===== src/ehfx_pkg.sv =====
// Shared types and constants for the Ethernet/IP header field extractor.
// No dependencies.
package ehfx_pkg;

  localparam int unsigned ETH_HDR    = 14;
  localparam int unsigned IPV6_HDR   = 40;
  localparam int unsigned PORT_BYTES = 4;

  localparam logic [15:0] ETYPE_IPV4 = 16'h0800;
  localparam logic [15:0] ETYPE_IPV6 = 16'h86DD;
  localparam logic [15:0] ETYPE_ARP  = 16'h0806;

  localparam logic [7:0] PROTO_ICMP   = 8'd1;
  localparam logic [7:0] PROTO_TCP    = 8'd6;
  localparam logic [7:0] PROTO_UDP    = 8'd17;
  localparam logic [7:0] PROTO_ICMPV6 = 8'd58;

  localparam logic [3:0] IHL_MIN = 4'd5;

  typedef enum logic [1:0] {
    KIND_IPV4  = 2'd0,
    KIND_IPV6  = 2'd1,
    KIND_ARP   = 2'd2,
    KIND_OTHER = 2'd3
  } frame_kind_t;

  typedef enum logic [1:0] {
    TRANS_OTHER = 2'd0,
    TRANS_TCP   = 2'd1,
    TRANS_UDP   = 2'd2,
    TRANS_ICMP  = 2'd3
  } transport_kind_t;

  typedef struct packed {
    logic [47:0] dest_mac;
    logic [47:0] source_mac;
    logic [15:0] ethertype;
    logic [3:0]  ihl;
    logic [7:0]  protocol;
    logic [63:0] src_upper;
    logic [63:0] src_lower;
    logic [63:0] dst_upper;
    logic [63:0] dst_lower;
    logic [15:0] src_port;
    logic [15:0] dst_port;
  } frame_state_t;

  typedef struct packed {
    logic [47:0]     dest_mac;
    logic [47:0]     source_mac;
    frame_kind_t     frame_kind;
    logic [63:0]     src_addr_upper;
    logic [63:0]     src_addr_lower;
    logic [63:0]     dst_addr_upper;
    logic [63:0]     dst_addr_lower;
    transport_kind_t transport_kind;
    logic [15:0]     src_port;
    logic [15:0]     dst_port;
    logic [15:0]     frame_length;
    logic            truncated;
  } summary_t;

  // TCP/UDP ports start right after the IPv4 header; IHL below five counts as five.
  function automatic logic [6:0] ipv4_port_base(input logic [3:0] ihl);
    logic [3:0] eff;
    eff = (ihl < IHL_MIN) ? IHL_MIN : ihl;
    return 7'(ETH_HDR) + {1'b0, eff, 2'b00};
  endfunction

endpackage


===== src/ehfx_capture.sv =====
// Per-frame byte counter and header field capture registers.
// Depends on ehfx_pkg.
module ehfx_capture #(
  parameter int unsigned LENGTH_BITS = 16
) (
  input  logic                      clk,
  input  logic                      rst_n,
  input  logic                      step,
  input  logic [7:0]                frame_byte,
  input  logic                      frame_end,
  output ehfx_pkg::frame_state_t    st_nxt,
  output logic [LENGTH_BITS-1:0]    len_nxt
);
  import ehfx_pkg::*;

  logic [LENGTH_BITS-1:0] pos_r;
  frame_state_t           st_r;
  logic [LENGTH_BITS-1:0] port_base;
  logic [LENGTH_BITS-1:0] port_off;
  logic                   port_hit;

  always_comb begin
    st_nxt = st_r;
    port_base = LENGTH_BITS'(ipv4_port_base(st_r.ihl));
    port_off  = pos_r - port_base;
    port_hit  = 1'b0;

    for (int i = 0; i < 6; i++) begin
      if (pos_r == LENGTH_BITS'(i)) st_nxt.dest_mac[8*(5-i) +: 8] = frame_byte;
      if (pos_r == LENGTH_BITS'(6 + i)) st_nxt.source_mac[8*(5-i) +: 8] = frame_byte;
    end
    for (int i = 0; i < 2; i++) begin
      if (pos_r == LENGTH_BITS'(12 + i)) st_nxt.ethertype[8*(1-i) +: 8] = frame_byte;
    end

    if (pos_r >= LENGTH_BITS'(ETH_HDR)) begin
      if (st_r.ethertype == ETYPE_IPV4) begin
        if (pos_r == LENGTH_BITS'(14)) st_nxt.ihl = frame_byte[3:0];
        if (pos_r == LENGTH_BITS'(23)) st_nxt.protocol = frame_byte;
        for (int i = 0; i < 4; i++) begin
          if (pos_r == LENGTH_BITS'(26 + i)) st_nxt.src_lower[8*(3-i) +: 8] = frame_byte;
          if (pos_r == LENGTH_BITS'(30 + i)) st_nxt.dst_lower[8*(3-i) +: 8] = frame_byte;
        end
        port_hit = (pos_r >= port_base) && (port_off < LENGTH_BITS'(PORT_BYTES));
      end else if (st_r.ethertype == ETYPE_IPV6) begin
        if (pos_r == LENGTH_BITS'(20)) st_nxt.protocol = frame_byte;
        for (int i = 0; i < 8; i++) begin
          if (pos_r == LENGTH_BITS'(22 + i)) st_nxt.src_upper[8*(7-i) +: 8] = frame_byte;
          if (pos_r == LENGTH_BITS'(30 + i)) st_nxt.src_lower[8*(7-i) +: 8] = frame_byte;
          if (pos_r == LENGTH_BITS'(38 + i)) st_nxt.dst_upper[8*(7-i) +: 8] = frame_byte;
          if (pos_r == LENGTH_BITS'(46 + i)) st_nxt.dst_lower[8*(7-i) +: 8] = frame_byte;
        end
        port_off = pos_r - LENGTH_BITS'(ETH_HDR + IPV6_HDR);
        port_hit = (pos_r >= LENGTH_BITS'(ETH_HDR + IPV6_HDR)) &&
                   (port_off < LENGTH_BITS'(PORT_BYTES));
      end
    end

    if (port_hit) begin
      case (port_off[1:0])
        2'd0:    st_nxt.src_port[15:8] = frame_byte;
        2'd1:    st_nxt.src_port[7:0]  = frame_byte;
        2'd2:    st_nxt.dst_port[15:8] = frame_byte;
        default: st_nxt.dst_port[7:0]  = frame_byte;
      endcase
    end

    // saturating byte count
    len_nxt = (&pos_r) ? pos_r : pos_r + LENGTH_BITS'(1);
  end

  always_ff @(posedge clk) begin
    if (!rst_n) begin
      pos_r <= '0;
      st_r  <= '0;
    end else if (step) begin
      if (frame_end) begin
        pos_r <= '0;
        st_r  <= '0;
      end else begin
        pos_r <= len_nxt;
        st_r  <= st_nxt;
      end
    end
  end

endmodule


===== src/ehfx_summary.sv =====
// Frame classification and summary formation from the captured header fields.
// Depends on ehfx_pkg.
module ehfx_summary #(
  parameter int unsigned LENGTH_BITS = 16
) (
  input  ehfx_pkg::frame_state_t  st,
  input  logic [LENGTH_BITS-1:0]  len,
  output ehfx_pkg::summary_t      res
);
  import ehfx_pkg::*;

  localparam int unsigned CW = (LENGTH_BITS > 16) ? LENGTH_BITS : 16;

  frame_kind_t     kind;
  transport_kind_t tkind;
  logic [6:0]      need;
  logic            is_ip;
  logic            has_ports;
  logic [CW-1:0]   len_ext;

  always_comb begin
    len_ext = CW'(len);
    kind    = KIND_OTHER;
    tkind   = TRANS_OTHER;
    need    = 7'(ETH_HDR);

    if (len >= LENGTH_BITS'(ETH_HDR)) begin
      if (st.ethertype == ETYPE_IPV4)      kind = KIND_IPV4;
      else if (st.ethertype == ETYPE_IPV6) kind = KIND_IPV6;
      else if (st.ethertype == ETYPE_ARP)  kind = KIND_ARP;
    end

    case (kind)
      KIND_IPV4: begin
        if (len > LENGTH_BITS'(23)) begin
          if (st.protocol == PROTO_TCP)       tkind = TRANS_TCP;
          else if (st.protocol == PROTO_UDP)  tkind = TRANS_UDP;
          else if (st.protocol == PROTO_ICMP) tkind = TRANS_ICMP;
        end
      end
      KIND_IPV6: begin
        if (len > LENGTH_BITS'(20)) begin
          if (st.protocol == PROTO_TCP)         tkind = TRANS_TCP;
          else if (st.protocol == PROTO_UDP)    tkind = TRANS_UDP;
          else if (st.protocol == PROTO_ICMPV6) tkind = TRANS_ICMP;
        end
      end
      default: tkind = TRANS_OTHER;
    endcase

    is_ip     = (kind == KIND_IPV4) || (kind == KIND_IPV6);
    has_ports = (tkind == TRANS_TCP) || (tkind == TRANS_UDP);

    if (kind == KIND_IPV4) begin
      need = has_ports ? ipv4_port_base(st.ihl) + 7'(PORT_BYTES) : 7'd34;
    end else if (kind == KIND_IPV6) begin
      need = has_ports ? 7'(ETH_HDR + IPV6_HDR + PORT_BYTES) : 7'(ETH_HDR + IPV6_HDR);
    end

    res.dest_mac       = st.dest_mac;
    res.source_mac     = st.source_mac;
    res.frame_kind     = kind;
    res.src_addr_upper = is_ip ? st.src_upper : '0;
    res.src_addr_lower = is_ip ? st.src_lower : '0;
    res.dst_addr_upper = is_ip ? st.dst_upper : '0;
    res.dst_addr_lower = is_ip ? st.dst_lower : '0;
    res.transport_kind = tkind;
    res.src_port       = has_ports ? st.src_port : '0;
    res.dst_port       = has_ports ? st.dst_port : '0;
    res.frame_length   = (len_ext > CW'(16'hFFFF)) ? 16'hFFFF : len_ext[15:0];
    res.truncated      = (len_ext < CW'(need));
  end

endmodule


===== src/ethernet_ip_header_field_extractor_unit.sv =====
// Ethernet/IPv4/IPv6 header field extractor, top level.
// A frame's last byte passes the input register; its summary is then captured in the output register.
// Throughput: one byte per cycle except while stalled; input register, capture logic, output register.
// The input stalls only on a last byte while an unread summary waits.
// Reset (rst_n low, synchronous) clears byte count, captured fields and valids.
// Depends on ehfx_pkg, ehfx_capture, ehfx_summary.
module ethernet_ip_header_field_extractor_unit #(
  parameter int unsigned LENGTH_BITS = 16
) (
  input  logic        clk,
  input  logic        rst_n,
  input  logic        in_valid,
  output logic        in_ready,
  input  logic [7:0]  in_frame_byte,
  input  logic        in_frame_end,
  output logic        out_valid,
  input  logic        out_ready,
  output logic [47:0] out_dest_mac,
  output logic [47:0] out_source_mac,
  output logic [1:0]  out_frame_kind,
  output logic [63:0] out_src_addr_upper,
  output logic [63:0] out_src_addr_lower,
  output logic [63:0] out_dst_addr_upper,
  output logic [63:0] out_dst_addr_lower,
  output logic [1:0]  out_transport_kind,
  output logic [15:0] out_src_port,
  output logic [15:0] out_dst_port,
  output logic [15:0] out_frame_length,
  output logic        out_truncated
);
  import ehfx_pkg::*;

  logic                   in_valid_r;
  logic [7:0]             in_byte_r;
  logic                   in_end_r;
  logic                   step;
  logic                   out_valid_r;
  summary_t               res_r;
  summary_t               res;
  frame_state_t           st_nxt;
  logic [LENGTH_BITS-1:0] len_nxt;

  // a last byte may only advance when the output register can take its summary
  assign step     = in_valid_r && (!in_end_r || !out_valid_r || out_ready);
  assign in_ready = !in_valid_r || step;

  always_ff @(posedge clk) begin
    if (!rst_n) begin
      in_valid_r <= 1'b0;
    end else if (in_ready) begin
      in_valid_r <= in_valid;
    end
  end

  always_ff @(posedge clk) begin
    if (in_ready && in_valid) begin
      in_byte_r <= in_frame_byte;
      in_end_r  <= in_frame_end;
    end
  end

  ehfx_capture #(
    .LENGTH_BITS(LENGTH_BITS)
  ) u_capture (
    .clk       (clk),
    .rst_n     (rst_n),
    .step      (step),
    .frame_byte(in_byte_r),
    .frame_end (in_end_r),
    .st_nxt    (st_nxt),
    .len_nxt   (len_nxt)
  );

  ehfx_summary #(
    .LENGTH_BITS(LENGTH_BITS)
  ) u_summary (
    .st (st_nxt),
    .len(len_nxt),
    .res(res)
  );

  always_ff @(posedge clk) begin
    if (!rst_n) begin
      out_valid_r <= 1'b0;
    end else if (step && in_end_r) begin
      out_valid_r <= 1'b1;
    end else if (out_ready) begin
      out_valid_r <= 1'b0;
    end
  end

  always_ff @(posedge clk) begin
    if (step && in_end_r) begin
      res_r <= res;
    end
  end

  assign out_valid          = out_valid_r;
  assign out_dest_mac       = res_r.dest_mac;
  assign out_source_mac     = res_r.source_mac;
  assign out_frame_kind     = res_r.frame_kind;
  assign out_src_addr_upper = res_r.src_addr_upper;
  assign out_src_addr_lower = res_r.src_addr_lower;
  assign out_dst_addr_upper = res_r.dst_addr_upper;
  assign out_dst_addr_lower = res_r.dst_addr_lower;
  assign out_transport_kind = res_r.transport_kind;
  assign out_src_port       = res_r.src_port;
  assign out_dst_port       = res_r.dst_port;
  assign out_frame_length   = res_r.frame_length;
  assign out_truncated      = res_r.truncated;

endmodule

===== config.mk =====
export PLATFORM = sky130hd
export DESIGN_NAME = ethernet_ip_header_field_extractor_unit
export DESIGN_NICKNAME = d
export VERILOG_FILES = /design/src/ehfx_pkg.sv /design/src/ehfx_capture.sv /design/src/ehfx_summary.sv /design/src/ethernet_ip_header_field_extractor_unit.sv
export SDC_FILE = /design/constraint.sdc
export NUM_CORES = 2
export LEC_CHECK = 0
export ABC_AREA = 1
export BUFFER_PORTS_ARGS = -buffer_cell sky130_fd_sc_hd__buf_2
export CAP_MARGIN = 20
export CORE_MARGIN = 2
export CORE_UTILIZATION = 30
export CTS_BUF_LIST = sky130_fd_sc_hd__clkbuf_4 sky130_fd_sc_hd__clkbuf_8
export CTS_CLUSTER_SIZE = 8
export DETAILED_ROUTE_END_ITERATION = 10
export PLACE_DENSITY = 0.55
export SLEW_MARGIN = 5
export SYNTH_ARGS = -nofsm -noshare
export SYNTH_HDL_FRONTEND = slang
export SYNTH_SLANG_ARGS = --single-unit

===== constraint.sdc =====
create_clock -name clk -period 23.2 [get_ports clk]
set_input_delay 1.16 -clock clk [delete_from_list [all_inputs] [get_ports clk]]
set_output_delay 1.16 -clock clk [all_outputs]
set_load 0.01 [all_outputs]

# After elaboration in Yosys (flattened, before gate mapping)
# Index checks and enable logic that the tools add are counted.
[totals] ff_bits=844 latchBits=0 ramBits=0 mem_bits_ro=0 input_bits=13 output_inout_bits=407 memories=0
[op_classes] add_sub_neg=6 n_mul=0 div_mod_pow=0 n_lt_le_gt_ge=12 eq_ne=61 shifts=0 muxes=100 bitwise_logic=0 n_reduce_logical=19
[op_table] operator="$mux 8" n=61
[op_table] operator="$mux 412" n=1
[op_table] operator="$eq 16x6->1 const B" n=22
[op_table] operator="$mux 268" n=1
[op_table] operator="$mux 264" n=1
[op_table] operator="$mux 96" n=2
[op_table] operator="$eq 16x5->1 const B" n=11
[op_table] operator="$eq 16x4->1 const B" n=7
[op_table] operator="$mux 32" n=3
[op_table] operator="$eq 16x3->1 const B" n=4
[op_table] operator="$eq 16x12->1 const B" n=3
[op_table] operator="$eq 16x16->1 const B" n=2
[op_table] operator="$eq 16x2->1 const B" n=2
[op_table] operator="$ge 16x4->1 const B" n=2
[op_table] operator="$gt 16x5->1 const B" n=2
[op_table] operator="$lt 16x3->1 const B" n=2
[op_table] operator="$mux 16" n=2
[op_table] operator="$mux 2" n=14
[op_table] operator="$mux 7" n=3
[op_table] operator="$mux 4" n=5
[op_table] operator="$add 16x1->16 const B" n=1
[op_table] operator="$eq 16x1->1 const B" n=1
[op_table] operator="$ge 16x6->1 const B" n=1
[op_table] operator="$ge 16x7->1" n=1
[op_table] operator="23 further kinds" n=44

# Depth between registers and ports, before layout
[depth] ltp_word=17 ltp_mapped=30 depth_no_buf=29

# By module
# Synthesis repeated with hierarchy kept, for this count alone.
[unflattened] cells_unflattened=4621 area_unflattened_um2=38642.1
[by_module_without_submodules] mod="ehfx_capture" instances=1 cells_each=3279 area_each_um2=21937.3 seq_area_each_um2=8568.2
[by_module_without_submodules] mod="ethernet_ip_header_field_extractor_unit" instances=1 cells_each=432 area_each_um2=12550.8 seq_area_each_um2=12472.0
[by_module_without_submodules] mod="ehfx_summary" instances=1 cells_each=910 area_each_um2=4154.0 seq_area_each_um2=0.0

# Worst setup path after synthesis
# OpenSTA, ideal clock, no wires.
[synth_path] path_type="input port to flip-flop" start="input port out_ready" end="register res_r, in the netlist out_dest_mac[0], enable pin" setup_ns=0.753 t_arrival_ns=9.680 required_ns=22.447 slack_ns=12.767 path_stages=5 cell_sequence="inv_1 a31oi_1 clkbuf_1 nand2_1 inv_1"
[synth_between] elab_chain_len=3
[synth_rtl] item="start: declaration" line_no="ethernet_ip_header_field_extractor_unit.sv:17" rtl="input logic out_ready,"
[synth_rtl] item="$logic_or 1x1->1" line_no="ethernet_ip_header_field_extractor_unit.sv:44" rtl="assign step = in_valid_r && (!in_end_r || !out_valid_r || out_ready);"
[synth_rtl] item="$logic_and 1x1->1" line_no="ethernet_ip_header_field_extractor_unit.sv:44"
[synth_rtl] item="$logic_and 1x1->1" line_no="ethernet_ip_header_field_extractor_unit.sv:93" rtl="if (step && in_end_r) begin"
[synth_rtl] item="end signal: assignment" line_no="ethernet_ip_header_field_extractor_unit.sv:94" rtl="res_r <= res;"
[synth_rtl] item="end: declaration" line_no="ethernet_ip_header_field_extractor_unit.sv:38" rtl="summary_t res_r;"
# Every way passes these cells.
# A chain may end at the register's enable or synchronous reset.

==> metrics.md <==
| Metric | Value |
|---|---|
| Worst skew pair latency | `0.89 ns` |
| Area Overhead vs Synth | `18.4%` |
| Cells along the critical path | `ha_1, inv_1, nor2_2, nand2_1, nor2_2, inv_2, nand2_1, nand2_1, nor2_1, nor2_1, nand3_2, nand2_8, nor2_2, nand4_1, nand2_1, nand2_1, nand2_4, a21oi_1, ha_1, a21oi_1, o21ai_0, a21oi_1, o21bai_1, a2111oi_0` |
| Clock skew | `a little over 0.04 ns` |
| Critical path startpoint category | `flop` |
| Post-synth EDFFs | `between 400 and 500` |
| Top-count cell post-synth | `nand2_1` |
| Outcome | `finished, final reports clean` |
| Critical Path Source | `u_capture.pos_r[1]$_SDFFE_PN0P_` |
| Top post-synthesis cells by area | `edfxtp_1, dfxtp_1, nand2_1` |
| # rows | `129` |
| Non-filler cells in the finished layout | `6,490` |
| DRC violations left | `0` |
| Area leader, netlist | `edfxtp_1` |
| GRT Total Usage | `about a fifth` |
| Worst Tran Pin Value | `~1.3 ns` |
| Clock-pin slew on the worst setup and hold paths | `0.06 ns` |
| Nets@finish | `4,755` |
| Critical path depth in cells | `24` |
| Die Ht | `357 um` |
| Reg-to-Reg End | `out_truncated$_DFFE_PP_` |
| Slew HR | `16.2%` |
| Final GP Congestion | `between 0.8 and 0.9` |
| Core area | `124,000 um^2` |
| Fin crit share | `25.1%` |
| CP Capture Type | `flop` |
| Worst-case clock buffer depth | `3` |
| Post-CTS Setup Bufs | `0` |
| Layout cells sized above 1 | `20.0%` |
| Final WS setup | `17.37 ns` |
| Initial DRC count | `2,631` |
| Post-layout min period | `5.83 ns` |
| First-pass GRT wire length | `185,000 um` |
| Mapped Nets | `roughly 4,400` |
| FFs w/ async S/R, synth | `0%` |
| Main flop type after synthesis | `dfxtp_1` |
| Htree depth | `4` |
| Die width | `357 um` |
| Max cap viols | `0` |
| Most used cell, CP | `nand2_1` |
| PD cells | `72.9 nW/um^2` |
| Post-Route Utilization | `35.8%` |
| Setup TNS | `0 ns` |
| Drt pass-1 iters | `5` |
| Via/cell ratio | `just under 5` |
| Setup violations, final | `0` |
| Total wire length | `about 130,000 um` |
| FF+latch count, synth | `844` |
| Initial antenna violation count | `6` |
| WS Path Type | `reg -> reg` |
| CP required | `23.83 ns` |
| # port buffers | `~420` |
| Max-slew violation count | `0` |
| CP delay by family, top | `simple AND/OR/NAND/NOR gates` |
| Register area | `21,000 um^2` |
| CTS tree | `built` |
| Post-cts resize count | `0` |
| Seq/Total Area, Yosys | `56.3%` |
| Area after DPL | `roughly 40,000 um^2` |
| Hold Startpoint | `u_capture.st_r[271]$_SDFFE_PN0P_` |
| Worst R2R Path Depth | `24` |
| Initial core utilization | `~30%` |
| Number of hold buffers added after cts | `0` |
| RSZ-0062 raised after global routing | `no` |
| Io pins | `420` |
| Min-Delay Path Depth | `2` |
| Worst Path Arrival | `6.46 ns` |
| Num CTS Buffers | `153` |
| Reg-to-Reg Start | `u_capture.pos_r[1]$_SDFFE_PN0P_` |
| Critical path's slowest cell | `ha_1` |
| Cell area after synthesis | `37,400 um^2` |
| Cell variety after synth | `51` |
| VDD IR max | `54.4 uV` |
| DR vias | `approximately 31,000` |
| Worst stage delay on the critical path | `0.73 ns` |
| Yosys top cell area share | `33.3%` |
| Final instance area | `44,200 um^2` |
| Hold Path Sink | `u_capture.st_r[271]$_SDFFE_PN0P_` |
| Flop2flop setup slack | `17.37 ns` |
| Clk sinks | `844` |
| Vias in the first global route | `29,000` |
| Avg Cell Area, Syn | `~8.5 um^2` |
| Pre-CTS setup slack | `17.01 ns` |
| Leak | `about 16 nW` |
| Die Area | `about 130,000 um^2` |
| Final ANT Viol Nets | `0` |
| Multi-input logic area | `14,400 um^2` |
| Most instantiated cells after synthesis | `nand2_1, a21oi_1, nor2_1` |
| Post-DR wirelength/cell | `19.7 um` |
| Fill cells | `12,800` |
| Yosys warns | `0` |
| PnR Total Power | `3.23 mW` |
| Fin Hold WS | `0.461 ns` |
| Grt total ovfl | `0` |
| CP max FO | `98` |
| Largest net degree at the start of global routing | `189` |
| Placed instance count | `about 6,200` |
| Class of the worst hold path | `reg -> reg` |
| Worst path bufs/invs | `2` |
| CTS root buf | `clkbuf_8` |
| Highest clock rate | `172 MHz` |
| Hold violation total from the final report | `0` |
| Post-Synthesis Cells | `4,372` |
| HPWL Detailed | `about 78,000 um` |
[cells by family (layout without fill, tap and decap cells)]
logic type | count (synthesis) | in the layout | share of synthesized area [%]
simple gates | 2105 | 2105 | 23.7
xor+xnor | 11 | 11 | 0.258
buf+inv | 498 | 978 | 5.31
other cells | 0 | 1 | 0
mux | 80 | 80 | 2.14
fa+ha+maj | 20 | 20 | 0.690
compound gates | 814 | 814 | 11.6
flops | 844 | 844 | 56.3
[state kept, by name, indices dropped and copies added, names as in the netlist, 8 cells and up]
| register | count |
|---|---|
| u_capture.st_r | 412 |
| out_dst_addr_lower | 64 |
| out_dst_addr_upper | 64 |
| out_src_addr_lower | 64 |
| out_src_addr_upper | 64 |
| out_dest_mac | 48 |
| out_source_mac | 48 |
| out_dst_port | 16 |
| out_frame_length | 16 |
| out_src_port | 16 |
| u_capture.pos_r | 16 |
| in_byte_r | 8 |
[how the worst max path moves through the flow]
stage	end	slack, ns
6_report	out_truncated$_DFFE_PP_	17.37
5_1_grt	out_truncated$_DFFE_PP_	16.80
4_1_cts	out_truncated$_DFFE_PP_	17.38
3_5_place_dp	out_dest_mac[44]$_DFFE_PP_	17.01
3_3_place_gp	out_dst_addr_upper[56]$_SDFFCE_PN0P_	17.04
2_1_floorplan	out_dest_mac[0]$_DFFE_PP_	12.77
[cells in the final DEF (no fill, tap or decap), types with 54 or more instances in the layout]
| cell | n |
|---|---|
| nand2_1 | 1202 |
| inv_1 | 202 |
| or2_2 | 137 |
| a21oi_1 | 498 |
| mux2i_1 | 80 |
| buf_2 | 419 |
| clkbuf_4 | 61 |
| nand3_1 | 134 |
| or2_1 | 54 |
| edfxtp_1 | 414 |
| o21ai_0 | 223 |
| clkbuf_8 | 173 |
| nor2_1 | 494 |
| dfxtp_1 | 430 |
[layer usage]
layer | vias to the layer above | track usage, % | wire length (um)
li1 | 15100 | - | -
met1 | 15100 | 26.1 | 57000
met2 | 951 | 30.9 | 59400
met3 | 194 | 3.69 | 7560
met4 | 0 | 7.19 | 3870
met5 | - | 0 | 0
[power by group]
| part | internal (mW) | switching (mW) | total [mW] |
|---|---|---|---|
| clock | 0.876 | 0.673 | 1.55 |
| combinational | 0.0135 | 0.0920 | 0.106 |
| sequential | 1.57 | 0.00477 | 1.57 |
| total | 2.46 | 0.769 | 3.23 |
[layout make-up]
cell class | instances | area share (%)
Inverter | 225 | 1.98
Tap cell | 1637 | 4.63
Clock buffer | 233 | 6.39
Timing Repair Buffer | 468 | 5.72
Multi-Input combinational cell | 3030 | 32.5
Clock inverter | 52 | 1.22
Antenna cell | 1 | 0.00566
Sequential cell | 844 | 47.6
[worst min-delay path: cells and delay by family, from the launching register on]
family          cells  cell delay (ns)
compound gates      1             0.06
flops               1             0.30
simple gates        1             0.05
Note: power is estimated with default switching activity, not from simulation.
